`src/hw/rtl/pcc_pkg.sv`:
```
// Shared types, function codes and the length lookup for the pulse channel control unit.
`timescale 1ns / 1ps

package pcc_pkg;

  // Function codes carried in the func field of an input transaction
  localparam logic [2:0] FUNC_REG0    = 3'd0;
  localparam logic [2:0] FUNC_REG1    = 3'd1;
  localparam logic [2:0] FUNC_REG2    = 3'd2;
  localparam logic [2:0] FUNC_REG3    = 3'd3;
  localparam logic [2:0] FUNC_ENABLE  = 3'd4;
  localparam logic [2:0] FUNC_QUARTER = 3'd5;
  localparam logic [2:0] FUNC_HALF    = 3'd6;

  localparam logic [3:0]  ENV_COUNT_MAX = 4'd15;
  localparam logic [11:0] PERIOD_MAX    = 12'h7FF;
  localparam logic [11:0] PERIOD_MIN    = 12'd8;

  typedef struct packed {
    logic [2:0] func;
    logic [7:0] value;
  } in_item_t;

  typedef struct packed {
    logic [3:0]  volume;
    logic [3:0]  envelope_level;
    logic        length_active;
    logic [11:0] period_out;
    logic [1:0]  duty_out;
    logic        muted;
  } out_item_t;

  // One step for the state unit: strobe plus the transaction it applies
  typedef struct packed {
    logic     fire;
    in_item_t item;
  } step_t;

  // Length counter load values
  function automatic logic [7:0] length_lookup(input logic [4:0] idx);
    logic [7:0] r;
    case (idx)
      5'd0:  r = 8'd10;
      5'd1:  r = 8'd254;
      5'd2:  r = 8'd20;
      5'd3:  r = 8'd2;
      5'd4:  r = 8'd40;
      5'd5:  r = 8'd4;
      5'd6:  r = 8'd80;
      5'd7:  r = 8'd6;
      5'd8:  r = 8'd160;
      5'd9:  r = 8'd8;
      5'd10: r = 8'd60;
      5'd11: r = 8'd10;
      5'd12: r = 8'd14;
      5'd13: r = 8'd12;
      5'd14: r = 8'd26;
      5'd15: r = 8'd14;
      5'd16: r = 8'd12;
      5'd17: r = 8'd16;
      5'd18: r = 8'd24;
      5'd19: r = 8'd18;
      5'd20: r = 8'd48;
      5'd21: r = 8'd20;
      5'd22: r = 8'd96;
      5'd23: r = 8'd22;
      5'd24: r = 8'd192;
      5'd25: r = 8'd24;
      5'd26: r = 8'd72;
      5'd27: r = 8'd26;
      5'd28: r = 8'd16;
      5'd29: r = 8'd28;
      5'd30: r = 8'd32;
      5'd31: r = 8'd30;
      default: r = 8'd0;
    endcase
    return r;
  endfunction

endpackage

```
`src/hw/rtl/pulse_channel_control_unit.sv`:
```
// Top level of the pulse channel control unit: handshakes, input and result registers.
//
// Usage:
//   Input channel (in_valid/in_ready/in_data) carries one transaction per
//   event: a write to channel register 0..3, an enable write, a
//   quarter-frame tick or a half-frame tick. Every input transaction
//   produces exactly one result transaction on out_valid/out_ready/out_data
//   reporting the channel state after that event.
//   Config channel (cfg_valid/cfg_ready/cfg_data) writes the negate-mode bit;
//   it is always ready and should be written while the unit is idle.
//   Path: an accepted input is held in the input register, then moved to the
//   result register, where out_valid rises; a stall on out_ready can hold it
//   in the input register before that move.
//   Throughput: one transaction per cycle while out_ready is high; the envelope,
//   sweep and length update is a single pass of logic between the two registers.
//   Stall: when out_ready is low the result register holds, the input
//   register can still take one more transaction, and then in_ready drops.
//   Reset (rst, synchronous): clears the channel state, the negate bit and
//   both valid flags; sweep period resets to one.
`timescale 1ns / 1ps

module pulse_channel_control_unit (
  input  logic               clk,
  input  logic               rst,
  input  logic               in_valid,
  output logic               in_ready,
  input  pcc_pkg::in_item_t  in_data,
  output logic               out_valid,
  input  logic               out_ready,
  output pcc_pkg::out_item_t out_data,
  input  logic               cfg_valid,
  output logic               cfg_ready,
  input  logic               cfg_data
);

  logic               ones_complement_negate;
  logic               s1_valid;
  pcc_pkg::in_item_t  s1_item;
  logic               advance;
  pcc_pkg::step_t     step;
  pcc_pkg::out_item_t result;

  assign cfg_ready = 1'b1;
  assign advance   = s1_valid && (!out_valid || out_ready);
  assign in_ready  = !s1_valid || advance;

  // Config register
  always_ff @(posedge clk) begin
    if (rst) begin
      ones_complement_negate <= 1'b0;
    end else if (cfg_valid) begin
      ones_complement_negate <= cfg_data;
    end
  end

  // Input register
  always_ff @(posedge clk) begin
    if (rst) begin
      s1_valid <= 1'b0;
    end else if (in_valid && in_ready) begin
      s1_valid <= 1'b1;
    end else if (advance) begin
      s1_valid <= 1'b0;
    end
  end

  always_ff @(posedge clk) begin
    if (in_valid && in_ready) begin
      s1_item <= in_data;
    end
  end

  always_comb begin
    step.fire = advance;
    step.item = s1_item;
  end

  pcc_state u_state (
    .clk                    (clk),
    .rst                    (rst),
    .ones_complement_negate (ones_complement_negate),
    .step                   (step),
    .result                 (result)
  );

  // Result register
  always_ff @(posedge clk) begin
    if (rst) begin
      out_valid <= 1'b0;
    end else if (advance) begin
      out_valid <= 1'b1;
    end else if (out_ready) begin
      out_valid <= 1'b0;
    end
  end

  always_ff @(posedge clk) begin
    if (advance) begin
      out_data <= result;
    end
  end

  // Backpressure only when both stages are full and the result is stalled
  a_ready_full: assert property (@(posedge clk) disable iff (rst)
    !in_ready |-> s1_valid && out_valid && !out_ready)
    else $error("input stalled without a full pipeline");

  // An accepted input is always followed by a pending item in stage one
  a_accept_loaded: assert property (@(posedge clk) disable iff (rst)
    in_valid && in_ready |=> s1_valid)
    else $error("accepted transaction lost");

  // Advancing an item always leaves a valid result
  a_advance_result: assert property (@(posedge clk) disable iff (rst)
    advance |=> out_valid)
    else $error("result not presented after advance");

endmodule

```
`src/hw/rtl/pcc_state.sv`:
```
// Channel state registers with envelope, sweep and length update logic.
`timescale 1ns / 1ps

module pcc_state (
  input  logic               clk,
  input  logic               rst,
  input  logic               ones_complement_negate,
  input  pcc_pkg::step_t     step,
  output pcc_pkg::out_item_t result
);

  logic        chan_enabled,   chan_enabled_next;
  logic [1:0]  duty_sel,       duty_sel_next;
  logic        loop_halt,      loop_halt_next;
  logic        const_vol_flag, const_vol_flag_next;
  logic [3:0]  env_reload_val, env_reload_val_next;
  logic        env_restart,    env_restart_next;
  logic [4:0]  env_divider,    env_divider_next;
  logic [3:0]  env_counter,    env_counter_next;
  logic        sweep_on,       sweep_on_next;
  logic [3:0]  sweep_period,   sweep_period_next;
  logic        sweep_down,     sweep_down_next;
  logic [2:0]  sweep_shift,    sweep_shift_next;
  logic [3:0]  sweep_divider,  sweep_divider_next;
  logic        sweep_restart,  sweep_restart_next;
  logic [11:0] period_reg,     period_reg_next;
  logic [4:0]  length_index,   length_index_next;
  logic [7:0]  length_count,   length_count_next;

  logic [7:0]  v;
  logic        cur_muted;
  logic        next_muted;
  logic [11:0] delta;
  logic [4:0]  env_div_dec;
  logic [4:0]  env_reload_full;

  assign v               = step.item.value;
  assign cur_muted       = (period_reg > pcc_pkg::PERIOD_MAX) ||
                           (period_reg < pcc_pkg::PERIOD_MIN);
  assign delta           = period_reg >> sweep_shift;
  assign env_div_dec     = env_divider - 5'd1;
  assign env_reload_full = {1'b0, env_reload_val} + 5'd1;

  // Next-state logic for one transaction
  always_comb begin
    chan_enabled_next   = chan_enabled;
    duty_sel_next       = duty_sel;
    loop_halt_next      = loop_halt;
    const_vol_flag_next = const_vol_flag;
    env_reload_val_next = env_reload_val;
    env_restart_next    = env_restart;
    env_divider_next    = env_divider;
    env_counter_next    = env_counter;
    sweep_on_next       = sweep_on;
    sweep_period_next   = sweep_period;
    sweep_down_next     = sweep_down;
    sweep_shift_next    = sweep_shift;
    sweep_divider_next  = sweep_divider;
    sweep_restart_next  = sweep_restart;
    period_reg_next     = period_reg;
    length_index_next   = length_index;
    length_count_next   = length_count;
    case (step.item.func)
      pcc_pkg::FUNC_REG0: begin
        duty_sel_next       = v[7:6];
        loop_halt_next      = v[5];
        const_vol_flag_next = v[4];
        env_reload_val_next = v[3:0];
      end
      pcc_pkg::FUNC_REG1: begin
        sweep_on_next      = v[7];
        sweep_period_next  = {1'b0, v[6:4]} + 4'd1;
        sweep_down_next    = v[3];
        sweep_shift_next   = v[2:0];
        sweep_restart_next = 1'b1;
      end
      pcc_pkg::FUNC_REG2: begin
        period_reg_next = {1'b0, period_reg[10:8], v};
      end
      pcc_pkg::FUNC_REG3: begin
        length_index_next = v[7:3];
        period_reg_next   = {1'b0, v[2:0], period_reg[7:0]};
        if (chan_enabled) begin
          length_count_next = pcc_pkg::length_lookup(v[7:3]);
        end
        env_restart_next = 1'b1;
      end
      pcc_pkg::FUNC_ENABLE: begin
        chan_enabled_next = v[0];
        if (!v[0]) begin
          length_count_next = 8'd0;
        end
      end
      pcc_pkg::FUNC_QUARTER: begin
        // Envelope: restart, hold at zero divider, or count down
        if (env_restart) begin
          env_divider_next = env_reload_full;
          env_counter_next = pcc_pkg::ENV_COUNT_MAX;
          env_restart_next = 1'b0;
        end else if (env_divider != 5'd0) begin
          if (env_div_dec == 5'd0) begin
            if (loop_halt && env_counter == 4'd0) begin
              env_counter_next = pcc_pkg::ENV_COUNT_MAX;
            end else if (env_counter != 4'd0) begin
              env_counter_next = env_counter - 4'd1;
            end
            env_divider_next = env_reload_full;
          end else begin
            env_divider_next = env_div_dec;
          end
        end
      end
      pcc_pkg::FUNC_HALF: begin
        // Length counter
        if (!loop_halt && length_count != 8'd0) begin
          length_count_next = length_count - 8'd1;
        end
        // Sweep adjust, underflow wraps in 12 bits
        if (sweep_divider == 4'd0 && sweep_on && !cur_muted) begin
          if (sweep_down) begin
            period_reg_next = period_reg - delta - {11'd0, ones_complement_negate};
          end else begin
            period_reg_next = period_reg + delta;
          end
        end
        if (sweep_divider == 4'd0 || sweep_restart) begin
          sweep_divider_next = sweep_period;
          sweep_restart_next = 1'b0;
        end else begin
          sweep_divider_next = sweep_divider - 4'd1;
        end
      end
      default: begin
      end
    endcase
  end

  // Result reflects the state after the transaction
  assign next_muted = (period_reg_next > pcc_pkg::PERIOD_MAX) ||
                      (period_reg_next < pcc_pkg::PERIOD_MIN);

  always_comb begin
    result.volume         = next_muted ? 4'd0 : env_reload_val_next;
    result.envelope_level = env_counter_next;
    result.length_active  = (length_count_next != 8'd0);
    result.period_out     = period_reg_next;
    result.duty_out       = duty_sel_next;
    result.muted          = next_muted;
  end

  // State registers
  always_ff @(posedge clk) begin
    if (rst) begin
      chan_enabled   <= 1'b0;
      duty_sel       <= 2'd0;
      loop_halt      <= 1'b0;
      const_vol_flag <= 1'b0;
      env_reload_val <= 4'd0;
      env_restart    <= 1'b0;
      env_divider    <= 5'd0;
      env_counter    <= 4'd0;
      sweep_on       <= 1'b0;
      sweep_period   <= 4'd1;
      sweep_down     <= 1'b0;
      sweep_shift    <= 3'd0;
      sweep_divider  <= 4'd0;
      sweep_restart  <= 1'b0;
      period_reg     <= 12'd0;
      length_index   <= 5'd0;
      length_count   <= 8'd0;
    end else if (step.fire) begin
      chan_enabled   <= chan_enabled_next;
      duty_sel       <= duty_sel_next;
      loop_halt      <= loop_halt_next;
      const_vol_flag <= const_vol_flag_next;
      env_reload_val <= env_reload_val_next;
      env_restart    <= env_restart_next;
      env_divider    <= env_divider_next;
      env_counter    <= env_counter_next;
      sweep_on       <= sweep_on_next;
      sweep_period   <= sweep_period_next;
      sweep_down     <= sweep_down_next;
      sweep_shift    <= sweep_shift_next;
      sweep_divider  <= sweep_divider_next;
      sweep_restart  <= sweep_restart_next;
      period_reg     <= period_reg_next;
      length_index   <= length_index_next;
      length_count   <= length_count_next;
    end
  end

  // Divider reloads never exceed their field ranges
  a_env_div_range: assert property (@(posedge clk) disable iff (rst)
    env_divider <= 5'd16)
    else $error("envelope divider out of range");

  a_sweep_div_range: assert property (@(posedge clk) disable iff (rst)
    (sweep_divider <= 4'd8) && (sweep_period >= 4'd1) && (sweep_period <= 4'd8))
    else $error("sweep divider or period out of range");

  // A length load with the channel disabled leaves the counter at zero
  a_len_zero_disabled: assert property (@(posedge clk) disable iff (rst)
    !chan_enabled |-> length_count == 8'd0)
    else $error("length counter nonzero while disabled");

  // Register 3 write arms the envelope restart
  a_env_restart: assert property (@(posedge clk) disable iff (rst)
    step.fire && step.item.func == pcc_pkg::FUNC_REG3 |=> env_restart)
    else $error("envelope restart not armed");

  // Stored length index always matches the last register 3 write
  a_len_index: assert property (@(posedge clk) disable iff (rst)
    step.fire && step.item.func == pcc_pkg::FUNC_REG3 |=>
      length_index == $past(step.item.value[7:3]))
    else $error("length index not captured");

endmodule

```
`config.mk`:
```
export PLATFORM = sky130hd
export DESIGN_NAME = pulse_channel_control_unit
export DESIGN_NICKNAME = d
export VERILOG_FILES = /design/src/hw/rtl/pcc_pkg.sv /design/src/hw/rtl/pulse_channel_control_unit.sv /design/src/hw/rtl/pcc_state.sv
export SDC_FILE = /design/constraint.sdc
export NUM_CORES = 1
export LEC_CHECK = 0
export BUFFER_PORTS_ARGS = -buffer_cell sky130_fd_sc_hd__buf_2
export CORE_MARGIN = 2
export CORE_UTILIZATION = 40
export CTS_BUF_LIST = sky130_fd_sc_hd__clkbuf_16
export DETAILED_ROUTE_END_ITERATION = 16
export SETUP_SLACK_MARGIN = 0.02
export SYNTH_ARGS = -nofsm -noshare
export SYNTH_HDL_FRONTEND = slang
export SYNTH_SLANG_ARGS = --single-unit
```
`constraint.sdc`:
```
create_clock -name clk -period 9.5 [get_ports clk]
set_clock_uncertainty 0.1 [all_clocks]
set_input_delay 1.425 -clock clk [delete_from_list [all_inputs] [get_ports clk]]
set_output_delay 1.425 -clock clk [all_outputs]
set_load 0.005 [all_outputs]
```
==> results.json, run 1 <==
{
  "floorplan.initialDensity_pct": 41.0,
  "fp.dieH_um": 132,
  "final_layout_size_suffix_gt1_share_pct": 11.6,
  "numCtsBuffers": 9,
  "final_cell_mix": "nor2_1, a21oi_1, nand2_1",
  "vdd_drop_max_v": 0.000106,
  "core_area_um2": 15900,
  "cts-root-buf": "clkbuf_16",
  "drc": 0,
  "die_area_um2": 17400,
  "cts_tree": "built",
  "netlist.top_cell.by_area": "dfxtp_1",
  "power_uw": 1100,
  "slew_headroom_pct": 20.6,
  "clock_latency_ps": 350,
  "critical_path.max_fanout": 21,
  "routedWlPerCell_um": 16.9,
  "cp_data_required_time_ps": 9500,
  "die_w_um": 132,
  "design_area_um2": 7230,
  "final_core_util_pct": 45.3,
  "vias": 5807,
  "synth_ff_type": "dfxtp_1",
  "cp-endpoint": "out_data[22]",
  "ctsLongestPathBuffers": 2,
  "hold_class": "flip-flop to flip-flop",
  "layout_commonest_cell": "nor2_1",
  "vias_per_cell": 5.70,
  "fin_crit_sh_pct": 50.3,
  "postRouteAntennaNets": 0,
  "antenna_found_initial": 0,
  "largest_register_ffs": 24,
  "ys_ff_latch": 97,
  "rsz0062_at_grt": "false",
  "nets": 862,
  "ys_seq_area_share_pct": 35.1,
  "grt_pass1_vias": 5531,
  "clock.fmax_ghz": 0.209,
  "drv_slew": 0,
  "arrival_ps": 4780,
  "htreeDepth": 3,
  "syn_area_um2": 6540,
  "rows": 46,
  "firstDrtPassIters": 5,
  "grt_overflow_total": 0,
  "drtIter0Drc": 450,
  "status": "finished, final reports clean",
  "cp-startpoint": "u_state.sweep_shift[1]",
  "grt_util_all_layers_pct": 20.0,
  "timing.rr.start": "u_state.sweep_shift[1]",
  "p_per_area_nw_per_um2": 152,
  "hold_buffers": 0,
  "worst_pin_slew_ps": 1180,
  "p_leak_uw": 0.00285,
  "synth_edf_count": 35,
  "max-cap-violations": 0,
  "num_antenna_cells": 0,
  "setup_viol": 0,
  "r2r_end": "out_data[22]",
  "end_kind": "flip-flop",
  "syn_area_per_cell_um2": 8.43,
  "dpl.hpwl_um": 12400,
  "tns_ps": 0,
  "syn2layout_area_growth_pct": 10.5,
  "globalplace.congestion": 0.922,
  "path_class": "flip-flop to flip-flop",
  "clk_pin_slew_ps": 70,
  "cts_resized": 0,
  "startpoint_type": "flip-flop",
  "min_period_ps": 4780,
  "synthesis.nets": 839,
  "post_cts_buffers": 0,
  "grt_pass1_wl_um": 28300,
  "pin_count": 44,
  "rr_worst_depth": 16,
  "synth.area.top_cells": "dfxtp_1, edfxtp_1, ha_1",
  "yosysWarnings": 0,
  "drt-total-wl_um": 17200,
  "io_buffers": 42,
  "place_area_um2": 6910,
  "synth.distinct_cells": 81,
  "async_flop_share_pct": 0,
  "clock_sinks": 97,
  "grt_max_degree": 65,
  "synth_top_area_share_pct": 19.0,
  "rrSetupSlack_ps": 4720,
  "hold_viol": 0,
  "synthCells": 775
}
## worst min path at each step
stage / from / endpoint / cells after the start
after floorplan: u_state.sweep_on / u_state.sweep_on / 2
after global placement: u_state.sweep_on / u_state.sweep_on / 2
after detailed placement: u_state.sweep_on / u_state.sweep_on / 2
after CTS: u_state.sweep_on / u_state.sweep_on / 2
after global routing: u_state.sweep_on / u_state.sweep_on / 2
final: u_state.sweep_on / u_state.sweep_on / 2
## where the power goes
group	leakage, µW	internal (µW)	switching [µW]
sequential	0.000845	452	24.3
combinational	0.00184	94.8	137
clock	0.000159	231	162
## area by class of cell
cell class              count  area (µm²)
fillers                  1585        8720
multi-input cells         587        3890
flip-flops and latches     97        2290
well taps                 216         270
repair buffers             45         233
clock buffers               9         225
inverters                  58         218
clock inverters             7        93.8
## per-layer routing
metal | up-vias | GRT usage, % | share of wire [%]
li1 | 2877 | - | -
met1 | 2782 | 26.9 | 49
met2 | 123 | 32.3 | 45
met3 | 25 | 4.11 | 4.0
met4 | 0 | 6.58 | 2.2
met5 | - | 0 | 0
## stage by stage
step | hold WS (ps) | cells | setup WS, ps
final | 352 | 1019 | 4720
after global routing | 383 | 1019 | 4370
after CTS | 352 | 1019 | 4810
after detailed placement | 343 | 1003 | 4840
after global placement | 340 | 1003 | 4890
after floorplan | 332 | 775 | 5330
## Yosys cell counts (5+ instances only)
| master | n |
|---|---|
| nor2b_1 | 7 |
| xnor2_1 | 10 |
| mux2i_1 | 19 |
| a31oi_1 | 13 |
| dfxtp_1 | 62 |
| a221oi_1 | 6 |
| o21a_1 | 5 |
| nand2_1 | 66 |
| nand2b_1 | 11 |
| mux2_2 | 11 |
| inv_1 | 57 |
| ha_1 | 44 |
| o21ai_0 | 37 |
| nor3b_1 | 5 |
| a211oi_1 | 33 |
| nor3_1 | 24 |
| nor2_1 | 93 |
| clkbuf_1 | 25 |
| o211a_1 | 6 |
| o22ai_1 | 6 |
| edfxtp_1 | 35 |
| o31ai_1 | 6 |
| nand3_1 | 20 |
| a21oi_1 | 68 |
## cell families (layout without fill, tap and decap cells)
family          after synthesis  in the layout  synth area share, %
fa+ha+maj                    47             47                 9.34
flops                        97             97                 35.1
compound gates              232            232                 23.7
simple gates                263            263                 19.3
mux                          32             32                 5.55
buf+inv                      91            119                 5.36
other cells                   1              1               0.0574
xor+xnor                     12             12                 1.61
## worst max-delay path, cell delays in order, from the launching register on
cell and delay [ps]:
dfxtp_1 790, mux2i_1 200, a21oi_1 260, nand2_1 80
o21a_1 150, inv_1 60, ha_1 160, inv_1 60
fa_1 400, o21bai_1 300, a211oi_1 130, o41ai_1 500
a221o_1 250, xnor2_1 120, o311ai_1 150, or4_4 570
o211a_1 230
Power figures use the tool's default switching activity.
==> inputs of run 2 (changes only) <==
Clock period 9.5 ns to 4.5 ns, I/O delays scaled along.
==> results.json, run 2 (synthesis results as in run 1) <==
{
  "status": "finished, final reports clean",
  "startpoint_type": "flip-flop",
  "clock.fmax_ghz": 0.234,
  "syn2layout_area_growth_pct": 13.0,
  "dpl.hpwl_um": 12400,
  "end_kind": "flip-flop",
  "p_sw_uw": 676,
  "p_per_area_nw_per_um2": 315,
  "fillers": 1581,
  "vias": 5792,
  "tns_ps": 0,
  "rows": 46,
  "path_class": "flip-flop to flip-flop",
  "r2r_end": "out_data[23]",
  "core_area_um2": 15900,
  "hold_class": "flip-flop to flip-flop",
  "floorplan.initialDensity_pct": 41.0,
  "num_antenna_cells": 0,
  "grt_util_all_layers_pct": 19.9,
  "globalplace.congestion": 0.895,
  "clock_sinks": 97,
  "die_area_um2": 17400,
  "grt_pass1_wl_um": 28100,
  "critical_path.max_fanout": 5,
  "drc": 0,
  "min_period_ps": 4280,
  "firstDrtPassIters": 7,
  "power_uw": 2330,
  "max-cap-violations": 0,
  "rsz0062_at_grt": "false",
  "numCtsBuffers": 9,
  "fp.dieH_um": 132,
  "place_area_um2": 7020,
  "ctsLongestPathBuffers": 2,
  "rr_worst_depth": 14,
  "io_buffers": 42,
  "routedWlPerCell_um": 16.5,
  "holdWs_ps": 352,
  "cts-root-buf": "clkbuf_16",
  "grt_overflow_total": 0,
  "timing.rr.start": "u_state.sweep_shift[0]",
  "worst_pin_slew_ps": 837,
  "cp_data_required_time_ps": 4500,
  "clock_latency_ps": 350,
  "nets": 878,
  "cp-endpoint": "out_data[23]",
  "clk_pin_slew_ps": 60,
  "hold_buffers": 0,
  "pin_count": 44,
  "htreeDepth": 3,
  "die_w_um": 132,
  "grt_max_degree": 56,
  "postRouteAntennaNets": 0,
  "vdd_drop_max_v": 0.000220,
  "slew_headroom_pct": 44.1,
  "power.share.sequential_pct": 43.0,
  "p_int_uw": 1650,
  "cp-startpoint": "u_state.sweep_shift[0]",
  "drtIter0Drc": 440,
  "drv_slew": 0,
  "combinationalPowerShare_pct": 22.1,
  "cts_tree": "built",
  "grt_pass1_vias": 5430,
  "rrSetupSlack_ps": 220,
  "hold_viol": 0,
  "final_layout_size_suffix_gt1_share_pct": 14.3,
  "largest_register_ffs": 24,
  "p_sw_share_pct": 29.0,
  "setup_viol": 0,
  "drt-total-wl_um": 17100,
  "p_leak_uw": 0.00295,
  "design_area_um2": 7380,
  "layout_commonest_cell": "nor2_1",
  "clkPwrFrac_pct": 34.9,
  "antenna_found_initial": 0,
  "arrival_ps": 4280,
  "vias_per_cell": 5.60,
  "final_cell_mix": "nor2_1, a21oi_1, nand2_1",
  "fin_crit_sh_pct": 95.1
}
-- run 2: worst min path at each step --
stage / from / to / slack, ps / cells past startpoint
final: u_state.sweep_on / u_state.sweep_on / 350 / 2
after global placement: u_state.duty_sel[1] / u_state.duty_sel[1] / 340 / 2
after detailed placement: u_state.duty_sel[1] / u_state.duty_sel[1] / 350 / 2
after global routing: u_state.sweep_on / u_state.sweep_on / 380 / 2
after CTS: u_state.sweep_on / u_state.sweep_on / 350 / 2
after floorplan: u_state.sweep_on / u_state.sweep_on / 330 / 2
-- run 2: final cells by class --
type	instances	area [µm²]	area share, %
multi-input combinational	587	3930	53.2
sequential	97	2290	31.1
timing repair buffer	61	360	4.88
tap	216	270	3.66
clock buffer	9	225	3.05
inverter	58	221	3.00
clock inverter	7	87.6	1.19
-- run 2: power groups by stage --
stage / clock network, µW / logic, µW / registers [µW]
4_1_cts: 839 / 500 / 1000
3_3_place_gp: 0 / 498 / 1020
6_report: 813 / 514 / 1000
2_1_floorplan: 0 / 379 / 1000
5_1_grt: 869 / 574 / 1010
3_5_place_dp: 0 / 498 / 1020
-- run 2: critical path, cell delays in order (launching register included) --
cell and delay [ps]:
dfxtp_1 390, mux4_1 570, nor2_1 100, a21oi_1 70, ha_1 380, inv_1 110, ha_1 360, o211a_1 270
a221oi_2 250, mux2i_1 110, o221a_2 260, a221oi_2 200, nand3_1 140, or4_4 480, o211a_1 230
-- run 2: timing repair --
item / in CTS / in global routing
resized for setup: 0 / 12
endpoints found under the setup margin: 0 / 5
hold endpoints to repair: 0 / 0
buffers inserted: 0 / 1
-- run 2: per-layer routing --
| metal | vias up | global-route usage (%) | wire (µm) |
|---|---|---|---|
| met5 | - | 0 | 0 |
| met1 | 2703 | 28.2 | 8300 |
| li1 | 2902 | - | - |
| met2 | 157 | 30.4 | 7420 |
| met4 | 0 | 6.46 | 357 |
| met3 | 30 | 3.88 | 986 |
-- run 2: per-stage QoR --
step / std cells / utilization [%] / worst slack [ps]
floorplan: 775 / - / 332
global placement: 1018 / 44.0 / 184
detailed placement: 1018 / 44.0 / 134
CTS: 1034 / 46.0 / 109
global route: 1035 / 46.3 / 8.11
finish: 1035 / 46.3 / 219
==> inputs of run 3 (changes only) <==
Clock period 4.5 ns to 4.53 ns, I/O delays scaled along.
==> results.json, run 3 (synthesis results as in run 1) <==
{
  "status": "finished, final reports clean",
  "grt_util_all_layers_pct": 19.8,
  "vdd_drop_max_v": 0.000210,
  "p_per_area_nw_per_um2": 314,
  "final_core_util_pct": 46.5,
  "multi_input_area_um2": 3940,
  "p_sw_uw": 680,
  "floorplan.initialDensity_pct": 41.0,
  "fp.dieH_um": 132,
  "max_stage_delay_ps": 550,
  "holdWs_ps": 358,
  "max-cap-violations": 0,
  "drv_slew": 0,
  "firstDrtPassIters": 4,
  "pin_count": 44,
  "power.share.sequential_pct": 42.7,
  "final_cell_mix": "nor2_1, nand2_1, a21oi_1",
  "grt_overflow_total": 0,
  "end_kind": "flip-flop",
  "fin_crit_sh_pct": 94.5,
  "arrival_ps": 4280,
  "die_area_um2": 17400,
  "final_layout_size_suffix_gt1_share_pct": 14.6,
  "clock_latency_ps": 350,
  "hold_viol": 0,
  "setup_viol": 0,
  "crit_buf_inv": 1,
  "hold_class": "flip-flop to flip-flop",
  "vias_per_cell": 5.58,
  "ctsLongestPathBuffers": 2,
  "grt_pass1_vias": 5290,
  "slew_headroom_pct": 30.9,
  "core_area_um2": 15900,
  "drt-total-wl_um": 17100,
  "hold_buffers": 0,
  "cp_top_family": "compound AO/OA/AOI/OAI gates",
  "drtIter0Drc": 445,
  "p_sw_share_pct": 29.2,
  "cts_tree": "built",
  "clk_pin_slew_ps": 70,
  "rows": 46,
  "grt_max_degree": 56,
  "cp_cell_sequence": "mux4_1 -> nor2_1 -> a21oi_1 -> ha_1 -> inv_1 -> ha_1 -> o211a_1 -> a221oi_2 -> mux2i_1 -> o221a_2 -> a221oi_4 -> nand3_1 -> or4_4 -> o211a_1",
  "drc": 0,
  "rsz0062_at_grt": "false",
  "slowest_stage": "mux4_1",
  "cp_data_required_time_ps": 4530,
  "antenna_found_initial": 0,
  "critical_path.max_fanout": 5,
  "tns_ps": 0,
  "final_cells": 1038,
  "clock_sinks": 97,
  "worst_pin_slew_ps": 1030,
  "nets": 881,
  "globalplace.congestion": 0.886,
  "grt_pass1_wl_um": 28000,
  "register_area_um2": 2290,
  "clock.fmax_ghz": 0.234,
  "die_w_um": 132,
  "dpl.hpwl_um": 12500,
  "p_leak_uw": 0.00296,
  "min_period_ps": 4280,
  "htreeDepth": 3,
  "io_buffers": 42,
  "path_class": "flip-flop to flip-flop",
  "num_antenna_cells": 0,
  "routedWlPerCell_um": 16.5,
  "clkPwrFrac_pct": 34.8,
  "numCtsBuffers": 9,
  "largest_register_ffs": 24,
  "fillers": 1591,
  "combinationalPowerShare_pct": 22.4,
  "cts-root-buf": "clkbuf_16",
  "place_area_um2": 7030,
  "vias": 5787,
  "design_area_um2": 7410,
  "syn2layout_area_growth_pct": 13.3,
  "startpoint_type": "flip-flop",
  "layout_commonest_cell": "nor2_1",
  "dp_cells": 1020,
  "postRouteAntennaNets": 0,
  "p_int_uw": 1650
}
-- run 3: cell type report --
cell class | instances | share of cell area (%)
multi-input cells | 587 | 53.1
flip-flops and latches | 97 | 31.0
repair buffers | 64 | 5.07
well taps | 216 | 3.65
clock buffers | 9 | 3.04
inverters | 58 | 2.94
clock inverters | 7 | 1.20
-- run 3: path summary, 6_finish.rpt --
check	start	to	slack [ps]	cells past startpoint
max reg2reg	u_state.sweep_shift[0]	out_data[21]	250	14
min reg2reg	u_state.duty_sel[1]	u_state.duty_sel[1]	360	2
max	u_state.sweep_shift[0]	out_data[21]	250	14
min	u_state.duty_sel[1]	u_state.duty_sel[1]	360	2
-- run 3: timing repair --
item | CTS | global route
hold endpoints to repair | 0 | 0
gates resized for setup | 0 | 10
setup buffers | 0 | 2
endpoints found under the setup margin | 0 | 4
-- run 3: routing by layer --
metal | vias to the layer above | global-route usage [%] | routed length [µm]
li1 | 2918 | - | -
met1 | 2709 | 28.9 | 8500
met2 | 141 | 30.0 | 7560
met3 | 19 | 3.73 | 843
met4 | 0 | 5.07 | 231
met5 | - | 0 | 0
-- run 3: power by group through the flow --
stage                     Combinational, µW  Clock [µW]  Sequential, µW
after floorplan                         376           0             993
after global placement                  495           0            1010
after detailed placement                497           0            1010
after CTS                               501         834             993
after global routing                    583         863            1000
final                                   522         810             994
-- run 3: per-stage QoR --
step	total power [µW]	setup WS (ps)
3_3_place_gp	1510	204
3_5_place_dp	1510	198
6_report	2330	250
5_1_grt	2450	43.8
4_1_cts	2330	161
2_1_floorplan	1370	362
-- run 3: worst min-delay path, cell delays in order (launching register included) --
cell and delay, ps:
dfxtp_1 310, nand2_1 50, a21oi_1 50
